File: config.mk
export PLATFORM = sky130hd
export DESIGN_NAME = fault_code_status_debounce_aging_core
export DESIGN_NICKNAME = d
export VERILOG_FILES = /design/src/rtl/fcsda_pkg.sv /design/src/rtl/fault_code_status_debounce_aging_core.sv /design/src/rtl/fcsda_ram.sv /design/src/rtl/fcsda_upd.sv
export SDC_FILE = /design/constraint.sdc
export NUM_CORES = 1
export LEC_CHECK = 0
export ABC_AREA = 1
export BUFFER_PORTS_ARGS = -buffer_cell sky130_fd_sc_hd__buf_2
export CAP_MARGIN = 5
export CORE_MARGIN = 2
export CORE_UTILIZATION = 30
export DETAILED_ROUTE_END_ITERATION = 6
export HOLD_SLACK_MARGIN = 0.05
export SLEW_MARGIN = 20
export SYNTH_ARGS = -nofsm -noshare
export SYNTH_HDL_FRONTEND = slang
export SYNTH_HIERARCHICAL = 1
export SYNTH_SLANG_ARGS = --single-unit
export TNS_END_PERCENT = 5
File: constraint.sdc
create_clock -name clk -period 5.4 [get_ports clk]
set_clock_uncertainty 0.1 [all_clocks]
set_input_delay 1.08 -clock clk [delete_from_list [all_inputs] [get_ports clk]]
set_output_delay 1.08 -clock clk [all_outputs]
set_load 0.01 [all_outputs]
File: src/rtl/fcsda_pkg.sv
// ----------------------------------------------------------------------------
// fcsda_pkg - shared types and constants for the fault code status keeper
// Entry layout, status bit masks, operation and result codes, register map.
// ----------------------------------------------------------------------------
`default_nettype none

package fcsda_pkg;

  // operation codes carried on the input word
  typedef enum logic [1:0] {
    OP_REPORT    = 2'd0,
    OP_CLEAR     = 2'd1,
    OP_NEW_CYCLE = 2'd2,
    OP_READ      = 2'd3
  } op_t;

  // test result codes (6 and 7 behave as wait)
  localparam logic [2:0] TR_FAIL         = 3'd1;
  localparam logic [2:0] TR_FAIL_NOW     = 3'd2;
  localparam logic [2:0] TR_FAIL_CONFIRM = 3'd3;
  localparam logic [2:0] TR_PASS         = 3'd4;
  localparam logic [2:0] TR_PASS_NOW     = 3'd5;

  // register map
  localparam int CFG_IDX_W = 3;
  localparam logic [CFG_IDX_W-1:0] CFG_FAIL_LIMIT     = 3'd0;
  localparam logic [CFG_IDX_W-1:0] CFG_FAIL_STEP      = 3'd1;
  localparam logic [CFG_IDX_W-1:0] CFG_PASS_LIMIT     = 3'd2;
  localparam logic [CFG_IDX_W-1:0] CFG_PASS_STEP      = 3'd3;
  localparam logic [CFG_IDX_W-1:0] CFG_CONFIRM_CYCLES = 3'd4;
  localparam logic [CFG_IDX_W-1:0] CFG_AGE_CYCLES     = 3'd5;
  localparam logic [CFG_IDX_W-1:0] CFG_ENTRY_COUNT    = 3'd6;

  // register reset values
  localparam logic [6:0]        RST_FAIL_LIMIT     = 7'd30;
  localparam logic [6:0]        RST_FAIL_STEP      = 7'd2;
  localparam logic signed [7:0] RST_PASS_LIMIT     = -8'sd30;
  localparam logic [6:0]        RST_PASS_STEP      = 7'd2;
  localparam logic [7:0]        RST_CONFIRM_CYCLES = 8'd2;
  localparam logic [7:0]        RST_AGE_CYCLES     = 8'd40;
  localparam logic [5:0]        RST_ENTRY_COUNT    = 6'd32;

  // status byte bits
  localparam logic [7:0] ST_TF      = 8'h01;  // test failed
  localparam logic [7:0] ST_TFTOC   = 8'h02;  // failed this operation cycle
  localparam logic [7:0] ST_PEND    = 8'h04;  // pending
  localparam logic [7:0] ST_CONF    = 8'h08;  // confirmed
  localparam logic [7:0] ST_TNCSLC  = 8'h10;  // not completed since clear
  localparam logic [7:0] ST_TFSLC   = 8'h20;  // failed since clear
  localparam logic [7:0] ST_TNCTOC  = 8'h40;  // not completed this cycle
  localparam logic [7:0] ST_CLEARED = 8'h50;

  // pending count saturation value
  localparam logic [7:0] PEND_MAX = 8'hff;

  // one table entry as stored in the memory
  typedef struct packed {
    logic [7:0]        status;
    logic signed [7:0] debounce;
    logic [7:0]        pending;
    logic [7:0]        aging;
  } entry_t;

  localparam entry_t ENTRY_RESET = '{ST_CLEARED, 8'sd0, 8'd0, 8'd0};

  // debounce and aging settings seen by the update logic
  typedef struct packed {
    logic [6:0]        fail_limit;
    logic [6:0]        fail_step;
    logic signed [7:0] pass_limit;
    logic [6:0]        pass_step;
    logic [7:0]        confirm_cycles;
    logic [7:0]        age_cycles;
  } cfg_t;

  // what the update logic is asked to do with the entry
  typedef struct packed {
    op_t        op;
    logic [2:0] code;
    logic       in_use;
  } upd_ctl_t;

  // sequencer states
  typedef enum logic [1:0] {
    S_IDLE,
    S_RMW,
    S_SWEEP,
    S_FIN
  } state_t;

endpackage

`default_nettype wire

File: src/rtl/fault_code_status_debounce_aging_core.sv
// ----------------------------------------------------------------------------
// fault_code_status_debounce_aging_core - fault code status keeper
// Status byte, debounce counter, pending and aging counts per fault entry.
// ----------------------------------------------------------------------------
// Usage
//   Input channel (in_*): one word per operation - report, clear, new
//   operation cycle or read - on the entry given by in_entry_index.
//   Output channel (out_*): exactly one word per input word, in order, with
//   the entry's status after the operation and the snapshot request.
//   cfg_*: register writes, taken whenever cfg_we is high; write only when
//   no operation is outstanding.
// Timing
//   Report, read and single clear: one read-modify-write of the entry
//   memory; read on acceptance, then written back and the result registered
//   in S_RMW once the output register is free. New cycle: a sweep over all
//   ENTRIES entries at one entry per cycle. Clear all: a sweep over the
//   entries in use. The memory's single read port sets the pace.
// Reset
//   Synchronous, active low. Registers return to their defaults and a row of
//   per-entry valid bits marks every entry as cleared at once: no clearing
//   pass. A waiting result holds while out_ready is low; the next word is
//   accepted meanwhile and finishes once the output register is free.
// ----------------------------------------------------------------------------
`default_nettype none

module fault_code_status_debounce_aging_core #(
  parameter int ENTRIES = 32
) (
  input  wire logic                           clk,
  input  wire logic                           rst_n,
  // input channel
  input  wire logic                           in_valid,
  output logic                                in_ready,
  input  wire logic [1:0]                     in_op,
  input  wire logic [4:0]                     in_entry_index,
  input  wire logic                           in_clear_all,
  input  wire logic [2:0]                     in_test_result,
  // result channel
  output logic                                out_valid,
  input  wire logic                           out_ready,
  output logic [7:0]                          out_status_byte,
  output logic                                out_snapshot_capture,
  output logic                                out_index_valid,
  // configuration
  input  wire logic                           cfg_we,
  input  wire logic [fcsda_pkg::CFG_IDX_W-1:0] cfg_index,
  input  wire logic [7:0]                     cfg_wdata
);

  localparam int AW  = (ENTRIES > 1) ? $clog2(ENTRIES) : 1;
  localparam int NW  = $clog2(ENTRIES + 1);
  localparam int CW  = (NW > 6) ? NW : 6;
  localparam int EW  = $bits(fcsda_pkg::entry_t);

  // configuration registers
  logic [6:0]        fail_limit_r;
  logic [6:0]        fail_step_r;
  logic signed [7:0] pass_limit_r;
  logic [6:0]        pass_step_r;
  logic [7:0]        confirm_cycles_r;
  logic [7:0]        age_cycles_r;
  logic [5:0]        entry_count_r;

  // sequencer and operation registers
  fcsda_pkg::state_t state_r, state_nxt;
  fcsda_pkg::op_t    op_r;
  logic [4:0]        idx_r;
  logic [2:0]        code_r;
  logic              valid_r;
  logic [AW-1:0]     sweep_cnt_r;
  logic [AW-1:0]     sweep_last_r;
  logic [7:0]        cap_status_r;

  // entry memory side
  logic [ENTRIES-1:0] vld_r;
  logic               rd_vld_r;
  logic               rd_en;
  logic [AW-1:0]      rd_addr;
  logic               wr_en;
  logic [AW-1:0]      wr_addr;
  logic [EW-1:0]      ram_q;

  // output register
  logic       out_valid_r;
  logic [7:0] out_status_r;
  logic       out_snap_r;
  logic       out_ivld_r;

  logic                  in_acc;
  logic                  out_free;
  logic                  out_load;
  logic                  sweep_req;
  logic                  sweep_empty;
  logic                  sweep_end;
  logic [CW-1:0]         n_use;
  logic [CW-1:0]         ec_ext;
  logic                  idx_ok;
  fcsda_pkg::op_t        in_op_e;
  fcsda_pkg::cfg_t       cfg;
  fcsda_pkg::upd_ctl_t   upd_ctl;
  fcsda_pkg::entry_t     ent_cur;
  fcsda_pkg::entry_t     ent_nxt;
  logic                  upd_snap;

  // configuration writes
  always_ff @(posedge clk) begin
    if (!rst_n) begin
      fail_limit_r     <= fcsda_pkg::RST_FAIL_LIMIT;
      fail_step_r      <= fcsda_pkg::RST_FAIL_STEP;
      pass_limit_r     <= fcsda_pkg::RST_PASS_LIMIT;
      pass_step_r      <= fcsda_pkg::RST_PASS_STEP;
      confirm_cycles_r <= fcsda_pkg::RST_CONFIRM_CYCLES;
      age_cycles_r     <= fcsda_pkg::RST_AGE_CYCLES;
      entry_count_r    <= fcsda_pkg::RST_ENTRY_COUNT;
    end else if (cfg_we) begin
      case (cfg_index)
        fcsda_pkg::CFG_FAIL_LIMIT:     fail_limit_r     <= cfg_wdata[6:0];
        fcsda_pkg::CFG_FAIL_STEP:      fail_step_r      <= cfg_wdata[6:0];
        fcsda_pkg::CFG_PASS_LIMIT:     pass_limit_r     <= cfg_wdata;
        fcsda_pkg::CFG_PASS_STEP:      pass_step_r      <= cfg_wdata[6:0];
        fcsda_pkg::CFG_CONFIRM_CYCLES: confirm_cycles_r <= cfg_wdata;
        fcsda_pkg::CFG_AGE_CYCLES:     age_cycles_r     <= cfg_wdata;
        fcsda_pkg::CFG_ENTRY_COUNT:    entry_count_r    <= cfg_wdata[5:0];
        default: begin
        end
      endcase
    end
  end

  assign cfg = '{fail_limit_r, fail_step_r, pass_limit_r, pass_step_r,
                 confirm_cycles_r, age_cycles_r};

  // entries in use and index check
  assign ec_ext = CW'(entry_count_r);
  assign n_use  = (ec_ext < CW'(ENTRIES)) ? ec_ext : CW'(ENTRIES);
  assign idx_ok = CW'(in_entry_index) < n_use;

  assign in_op_e     = fcsda_pkg::op_t'(in_op);
  assign in_acc      = in_valid && in_ready;
  assign out_free    = !out_valid_r || out_ready;
  assign sweep_req   = (in_op_e == fcsda_pkg::OP_NEW_CYCLE) ||
                       ((in_op_e == fcsda_pkg::OP_CLEAR) && in_clear_all);
  assign sweep_empty = (in_op_e == fcsda_pkg::OP_CLEAR) && (n_use == '0);
  assign sweep_end   = sweep_cnt_r == sweep_last_r;

  // next state
  always_comb begin
    state_nxt = state_r;
    case (state_r)
      fcsda_pkg::S_IDLE: begin
        if (in_valid) begin
          if (!sweep_req) begin
            state_nxt = fcsda_pkg::S_RMW;
          end else if (sweep_empty) begin
            state_nxt = fcsda_pkg::S_FIN;
          end else begin
            state_nxt = fcsda_pkg::S_SWEEP;
          end
        end
      end
      fcsda_pkg::S_RMW: begin
        if (out_free) begin
          state_nxt = fcsda_pkg::S_IDLE;
        end
      end
      fcsda_pkg::S_SWEEP: begin
        if (sweep_end) begin
          state_nxt = fcsda_pkg::S_FIN;
        end
      end
      fcsda_pkg::S_FIN: begin
        if (out_free) begin
          state_nxt = fcsda_pkg::S_IDLE;
        end
      end
      default: state_nxt = fcsda_pkg::S_IDLE;
    endcase
  end

  // sequencer outputs: memory ports and result load
  always_comb begin
    in_ready = 1'b0;
    rd_en    = 1'b0;
    rd_addr  = '0;
    wr_en    = 1'b0;
    wr_addr  = sweep_cnt_r;
    out_load = 1'b0;
    case (state_r)
      fcsda_pkg::S_IDLE: begin
        in_ready = 1'b1;
        rd_en    = in_valid;
        rd_addr  = sweep_req ? '0 : AW'(in_entry_index);
      end
      fcsda_pkg::S_RMW: begin
        wr_addr = AW'(idx_r);
        if (out_free) begin
          out_load = 1'b1;
          wr_en    = valid_r &&
                     ((op_r == fcsda_pkg::OP_REPORT) || (op_r == fcsda_pkg::OP_CLEAR));
        end
      end
      fcsda_pkg::S_SWEEP: begin
        wr_en = 1'b1;
        if (!sweep_end) begin
          rd_en   = 1'b1;
          rd_addr = sweep_cnt_r + AW'(1);
        end
      end
      fcsda_pkg::S_FIN: begin
        out_load = out_free;
      end
      default: begin
      end
    endcase
  end

  always_ff @(posedge clk) begin
    if (!rst_n) begin
      state_r <= fcsda_pkg::S_IDLE;
    end else begin
      state_r <= state_nxt;
    end
  end

  // operation capture and sweep counter
  always_ff @(posedge clk) begin
    if (in_acc) begin
      op_r         <= in_op_e;
      idx_r        <= in_entry_index;
      code_r       <= in_test_result;
      valid_r      <= idx_ok;
      sweep_cnt_r  <= '0;
      sweep_last_r <= (in_op_e == fcsda_pkg::OP_NEW_CYCLE) ? AW'(ENTRIES - 1)
                                                           : AW'(n_use - CW'(1));
    end else if ((state_r == fcsda_pkg::S_SWEEP) && !sweep_end) begin
      sweep_cnt_r <= sweep_cnt_r + AW'(1);
    end
  end

  // status of the addressed entry as the sweep passes it
  always_ff @(posedge clk) begin
    if ((state_r == fcsda_pkg::S_SWEEP) && (sweep_cnt_r == AW'(idx_r))) begin
      cap_status_r <= ent_nxt.status;
    end
  end

  // per-entry written marks; an unwritten entry reads as cleared
  always_ff @(posedge clk) begin
    if (!rst_n) begin
      vld_r <= '0;
    end else if (wr_en) begin
      vld_r[wr_addr] <= 1'b1;
    end
  end

  always_ff @(posedge clk) begin
    if (rd_en) begin
      rd_vld_r <= vld_r[rd_addr];
    end
  end

  fcsda_ram #(
    .WIDTH (EW),
    .DEPTH (ENTRIES)
  ) u_ram (
    .clk     (clk),
    .wr_en   (wr_en),
    .wr_addr (wr_addr),
    .wr_data (ent_nxt),
    .rd_en   (rd_en),
    .rd_addr (rd_addr),
    .rd_data (ram_q)
  );

  assign ent_cur = rd_vld_r ? fcsda_pkg::entry_t'(ram_q) : fcsda_pkg::ENTRY_RESET;
  assign upd_ctl = '{op_r, code_r, (CW'(sweep_cnt_r) < n_use)};

  fcsda_upd u_upd (
    .cfg  (cfg),
    .ctl  (upd_ctl),
    .cur  (ent_cur),
    .nxt  (ent_nxt),
    .snap (upd_snap)
  );

  // output register
  always_ff @(posedge clk) begin
    if (!rst_n) begin
      out_valid_r <= 1'b0;
    end else if (out_load) begin
      out_valid_r <= 1'b1;
    end else if (out_ready) begin
      out_valid_r <= 1'b0;
    end
  end

  always_ff @(posedge clk) begin
    if (out_load) begin
      out_ivld_r <= valid_r;
      if (state_r == fcsda_pkg::S_RMW) begin
        out_status_r <= valid_r ? ent_nxt.status : 8'h00;
        out_snap_r   <= valid_r && (op_r == fcsda_pkg::OP_REPORT) && upd_snap;
      end else begin
        out_status_r <= valid_r ? cap_status_r : 8'h00;
        out_snap_r   <= 1'b0;
      end
    end
  end

  assign out_valid            = out_valid_r;
  assign out_status_byte      = out_status_r;
  assign out_snapshot_capture = out_snap_r;
  assign out_index_valid      = out_ivld_r;

endmodule

`default_nettype wire

File: src/rtl/fcsda_ram.sv
// ----------------------------------------------------------------------------
// fcsda_ram - generic simple dual-port RAM
// One write port, one read port, read data registered and held between reads.
// ----------------------------------------------------------------------------
`default_nettype none

module fcsda_ram #(
  parameter int WIDTH = 32,
  parameter int DEPTH = 32,
  localparam int AW   = (DEPTH > 1) ? $clog2(DEPTH) : 1
) (
  input  wire logic             clk,
  input  wire logic             wr_en,
  input  wire logic [AW-1:0]    wr_addr,
  input  wire logic [WIDTH-1:0] wr_data,
  input  wire logic             rd_en,
  input  wire logic [AW-1:0]    rd_addr,
  output logic      [WIDTH-1:0] rd_data
);

  logic [WIDTH-1:0] mem [DEPTH];

  // write port
  always_ff @(posedge clk) begin
    if (wr_en) begin
      mem[wr_addr] <= wr_data;
    end
  end

  // registered read
  always_ff @(posedge clk) begin
    if (rd_en) begin
      rd_data <= mem[rd_addr];
    end
  end

endmodule

`default_nettype wire

File: src/rtl/fcsda_upd.sv
// ----------------------------------------------------------------------------
// fcsda_upd - entry update logic
// Applies a report, a clear or the new-cycle aging step to one table entry.
// ----------------------------------------------------------------------------
`default_nettype none

module fcsda_upd (
  input  wire fcsda_pkg::cfg_t     cfg,
  input  wire fcsda_pkg::upd_ctl_t ctl,
  input  wire fcsda_pkg::entry_t   cur,
  output fcsda_pkg::entry_t        nxt,
  output logic                     snap
);

  logic signed [8:0] cnt9;
  logic signed [8:0] fail_thr;
  logic signed [8:0] pass_thr;
  logic              is_fail;
  logic              is_pass;
  logic              fail_hit;
  logic              pass_hit;
  logic [7:0]        pend_inc;

  // threshold compares at nine bits so the sums cannot wrap
  assign cnt9     = {cur.debounce[7], cur.debounce};
  assign fail_thr = $signed({2'b00, cfg.fail_limit}) - $signed({2'b00, cfg.fail_step});
  assign pass_thr = $signed({cfg.pass_limit[7], cfg.pass_limit})
                  + $signed({2'b00, cfg.pass_step});

  assign is_fail  = (ctl.code == fcsda_pkg::TR_FAIL) || (ctl.code == fcsda_pkg::TR_FAIL_NOW) ||
                    (ctl.code == fcsda_pkg::TR_FAIL_CONFIRM);
  assign is_pass  = (ctl.code == fcsda_pkg::TR_PASS) || (ctl.code == fcsda_pkg::TR_PASS_NOW);
  assign fail_hit = (cnt9 >= fail_thr) || (ctl.code != fcsda_pkg::TR_FAIL);
  assign pass_hit = (cnt9 <= pass_thr) || (ctl.code == fcsda_pkg::TR_PASS_NOW);

  // saturating pending count
  assign pend_inc = (cur.pending != fcsda_pkg::PEND_MAX) ? cur.pending + 8'd1 : cur.pending;

  always_comb begin
    logic [7:0]        st;
    logic signed [7:0] cnt_v;
    logic [7:0]        pend_v;
    logic [7:0]        aging_v;

    st      = cur.status;
    cnt_v   = cur.debounce;
    pend_v  = cur.pending;
    aging_v = cur.aging;
    snap    = 1'b0;

    case (ctl.op)
      fcsda_pkg::OP_REPORT: begin
        if (is_fail) begin
          if (fail_hit) begin
            cnt_v = $signed({1'b0, cfg.fail_limit});
            // first failure in this cycle
            if ((st & fcsda_pkg::ST_TFTOC) == 8'h00) begin
              st     = st | fcsda_pkg::ST_TFTOC | fcsda_pkg::ST_PEND;
              pend_v = pend_inc;
              if ((pend_inc >= cfg.confirm_cycles) ||
                  (ctl.code == fcsda_pkg::TR_FAIL_CONFIRM)) begin
                pend_v = cfg.confirm_cycles;
                st     = st | fcsda_pkg::ST_CONF;
                snap   = 1'b1;
              end
            end
            st = (st | fcsda_pkg::ST_TF | fcsda_pkg::ST_TFSLC) &
                 ~(fcsda_pkg::ST_TNCTOC | fcsda_pkg::ST_TNCSLC);
          end else begin
            cnt_v = cnt_v + $signed({1'b0, cfg.fail_step});
          end
        end else if (is_pass) begin
          if (pass_hit) begin
            cnt_v = cfg.pass_limit;
            st    = st & ~(fcsda_pkg::ST_TF | fcsda_pkg::ST_TNCTOC | fcsda_pkg::ST_TNCSLC);
          end else begin
            cnt_v = cnt_v - $signed({1'b0, cfg.pass_step});
          end
        end
      end

      // aging count survives a clear
      fcsda_pkg::OP_CLEAR: begin
        st     = fcsda_pkg::ST_CLEARED;
        cnt_v  = 8'sd0;
        pend_v = 8'd0;
      end

      fcsda_pkg::OP_NEW_CYCLE: begin
        // aging, only for tests completed in the closing cycle
        if ((st & fcsda_pkg::ST_TNCTOC) == 8'h00) begin
          if ((st & fcsda_pkg::ST_TFTOC) != 8'h00) begin
            aging_v = 8'd0;
          end else begin
            if (cur.aging >= cfg.age_cycles) begin
              st = st & ~(fcsda_pkg::ST_TFSLC | fcsda_pkg::ST_CONF);
            end else begin
              aging_v = cur.aging + 8'd1;
            end
            pend_v = 8'd0;
            st     = st & ~fcsda_pkg::ST_PEND;
          end
        end
        // per-cycle reset of entries in use
        if (ctl.in_use) begin
          st    = (st & ~(fcsda_pkg::ST_TF | fcsda_pkg::ST_TFTOC)) | fcsda_pkg::ST_TNCTOC;
          cnt_v = 8'sd0;
        end
      end

      default: begin
      end
    endcase

    nxt = '{st, cnt_v, pend_v, aging_v};
  end

endmodule

`default_nettype wire

==> reports/metrics.yaml <==
sta:
  slew_violations: 0
  period_needed_ns: 4.48
  grt_setup_unrepaired: "no"
  worst_pin_slew_ns: 1.14
  finalCritPeriodShare: 0.829
  setup_viol: 0
  maxSlewHeadroom: 0.236
  hold_violations: 0
  tns_ns: 0
  fmaxAchievable_ghz: 0.223
  fin_ws_ns: 0.924
setup_path:
  cpMostUsedCell: "inv_1"
  cp-start-kind: "flop"
  path_cells: "buf_4, nand2_1, inv_1, nand3_2, inv_1, nand4_1, nor2_4, o21a_1, inv_1, ha_1, a21oi_1, o21ai_0, nand2_1, nand4_1, nand2_1, inv_1, nand4_1, a21oi_2, buf_4, nor2_1, nor2_1"
  crit_buf_inv: 6
  cp.arrival_ns: 4.96
  crit_fanout: 34
  cp_top_family: "simple AND/OR/NAND/NOR gates"
  cpPeakStageDelay_ns: 0.67
  r2r_setup_slack_ns: 0.92
  critPathKind: "reg -> reg"
  critPathRequiredTime_ns: 5.89
  end_kind: "flop"
  slowest_stage: "edfxtp_1"
logic_synthesis:
  synth-edff-count: 1091
  synth_warnings: 6
  ys_types: 51
  synthFlopType: "edfxtp_1"
  ys_seq_area_frac: 0.666
  syn_avg_cell_area_um2: 10.6
  async_flop_share: 0
  syn_nets: 5020
  synth_cells: 4912
  synth_area_um2: 52000
  ys_seq_elements: 1182
global_route:
  grt_pass1_vias: 34582
  groute.usage.overall: 0.166
  overflow: 0
  grt_start_max_net_pins: 169
  antenna_found_initial: 3
  grt_pass1_wl_um: 222000
placed_design:
  port_buffers: 38
  place_ws_ns: 1.00
  placed_area_um2: 55100
  place_hpwl_um: 82900
  place.gp.congestion: 0.857
cts:
  insertion_delay_ns: 0.74
  postCtsSetupBuffers: 0
  cts_resized: 0
  cts.clk_slew.worst_paths_ns: 0.07
  cts_buffers: 119
  ctsHoldBuffers: 0
  tritoncts: "yes"
  cts.sinks: 1182
  cts_max_level: 3
  cts_buffer_depth: 3
  clk_root_buffer_cell: "clkbuf_16"
finish:
  final_cell_area_um2: 59000
  antenna_cells: 0
  layout.cells.most_common: "nand2_1"
  n_fill_cell: 17080
  drive_gt1_frac: 0.0856
  finalCoreUtilization: 0.343
  nNetsFinal: 5057
  layout-area-overhead-vs-synth_pct: 13.5
  final_cell_mix: "1746 x nand2_1, 1091 x edfxtp_1, 906 x nand3_1"
drt:
  via_count: 36453
  drtPass1Iterations: 6
  wire_per_inst_um: 20.3
  wirelength_um: 149000
  antenna_left: 0
  drtIter0Drc: 3712
  drc: 0
  viasPerCell: 4.95
pwr:
  powerDensity_nw_per_um2: 521
  p_leak_nw: 22.3
  irDropWorstVdd_uv: 403
hold_path:
  hp-class: "reg -> reg"
floorplan:
  initial_core_util: 0.302
  dieArea_um2: 177000
  coreArea_um2: 172000
  boundaryPins: 39
  die_x_um: 420
  die_h_um: 420
  placementRows: 152
job:
  drv_cap: 0
status:
  status: "completed"
[metal layers]
metal / GRT usage / part of all wire / up-vias
met1: 0.222 / 0.42 / 17817
met2: 0.276 / 0.47 / 1467
met5: 0 / 0 / -
met4: 0.0542 / 0.030 / 0
li1: - / - / 16908
met3: 0.0244 / 0.077 / 261
[final timing paths]
| kind | from | endpoint | cells past startpoint |
|---|---|---|---|
| worst min register to register | vld_r[27] | vld_r[27] | 2 |
| worst max-delay path | rd_vld_r | out_status_byte[3] | 21 |
| worst max register to register | rd_vld_r | out_status_byte[3] | 21 |
| worst min-delay path | vld_r[27] | vld_r[27] | 2 |
[stage by stage]
step	power [mW]	hold slack [ns]	std cells
final	30.7	0.358	7357
after global routing	32.4	0.370	7357
after CTS	30.8	0.358	7357
after detailed placement	22.6	0.349	7138
after global placement	22.4	0.342	7138
after floorplan	19.5	0.329	4912
[area by class of cell]
type	instances	area [um2]	area share
sequential	1182	34600	0.586
clock buffer	149	3160	0.0536
inverter	264	1020	0.0174
multi-input combinational	3221	15100	0.256
tap	2310	2890	0.0490
clock inverter	70	688	0.0117
timing repair buffer	161	1550	0.0263
[registers in the layout, summed over array words and instances, names as in the netlist, 2 cells and up]
register and flops:
confirm_cycles_r 8, u_ram/rd_data 32, op_r 2, u_ram/mem 1024
pass_limit_r 8, sweep_last_r 5, code_r 3, age_cycles_r 8
pass_step_r 7, ec_ext 6, cap_status_r 8, state_r 2
sweep_cnt_r 5, idx_r 5, fail_step_r 7, out_status_byte 8
fail_limit_r 7, vld_r 32
[power by group]
group          internal (mW)  switching, mW  total, mW  leakage, nW
Sequential              11.6          0.215       11.8         10.7
Clock                   4.68           3.55       8.22         1.86
Combinational           2.86           7.85       10.7         9.71
Total                   19.1           11.6       30.7         22.3
[cell families after synthesis]
group | synth area share
xor+xnor | 0.00405
compound gates | 0.0223
buf+inv | 0.0515
flops | 0.666
simple gates | 0.236
fa+ha+maj | 0.0201
[cells in the mapped netlist, types with 5 or more instances]
| cell type | instances | share of area |
|---|---|---|
| a21oi_1 | 87 | 0.0084 |
| buf_1 | 18 | 0.0013 |
| buf_2 | 87 | 0.0084 |
| buf_4 | 29 | 0.0042 |
| buf_6 | 67 | 0.015 |
| clkbuf_1 | 41 | 0.0030 |
| dfxtp_1 | 91 | 0.035 |
| edfxtp_1 | 1091 | 0.63 |
| ha_1 | 77 | 0.019 |
| inv_1 | 245 | 0.018 |
| inv_2 | 13 | 0.00094 |
| nand2_1 | 1747 | 0.13 |
| nand3_1 | 906 | 0.087 |
| nand3_2 | 6 | 0.0012 |
| nand4_1 | 35 | 0.0042 |
| nor2_1 | 177 | 0.013 |
| o21ai_0 | 87 | 0.0084 |
| o22ai_1 | 7 | 0.00084 |
| or2_2 | 5 | 0.00060 |
| xnor2_1 | 10 | 0.0017 |
| xor2_1 | 14 | 0.0024 |
[tightest hold or removal path, cell delays in order, from the launching register on]
cell     delay [ns]
dfxtp_1        0.30
inv_1          0.06
a21oi_1        0.06
(Power assumes the default switching activity.)
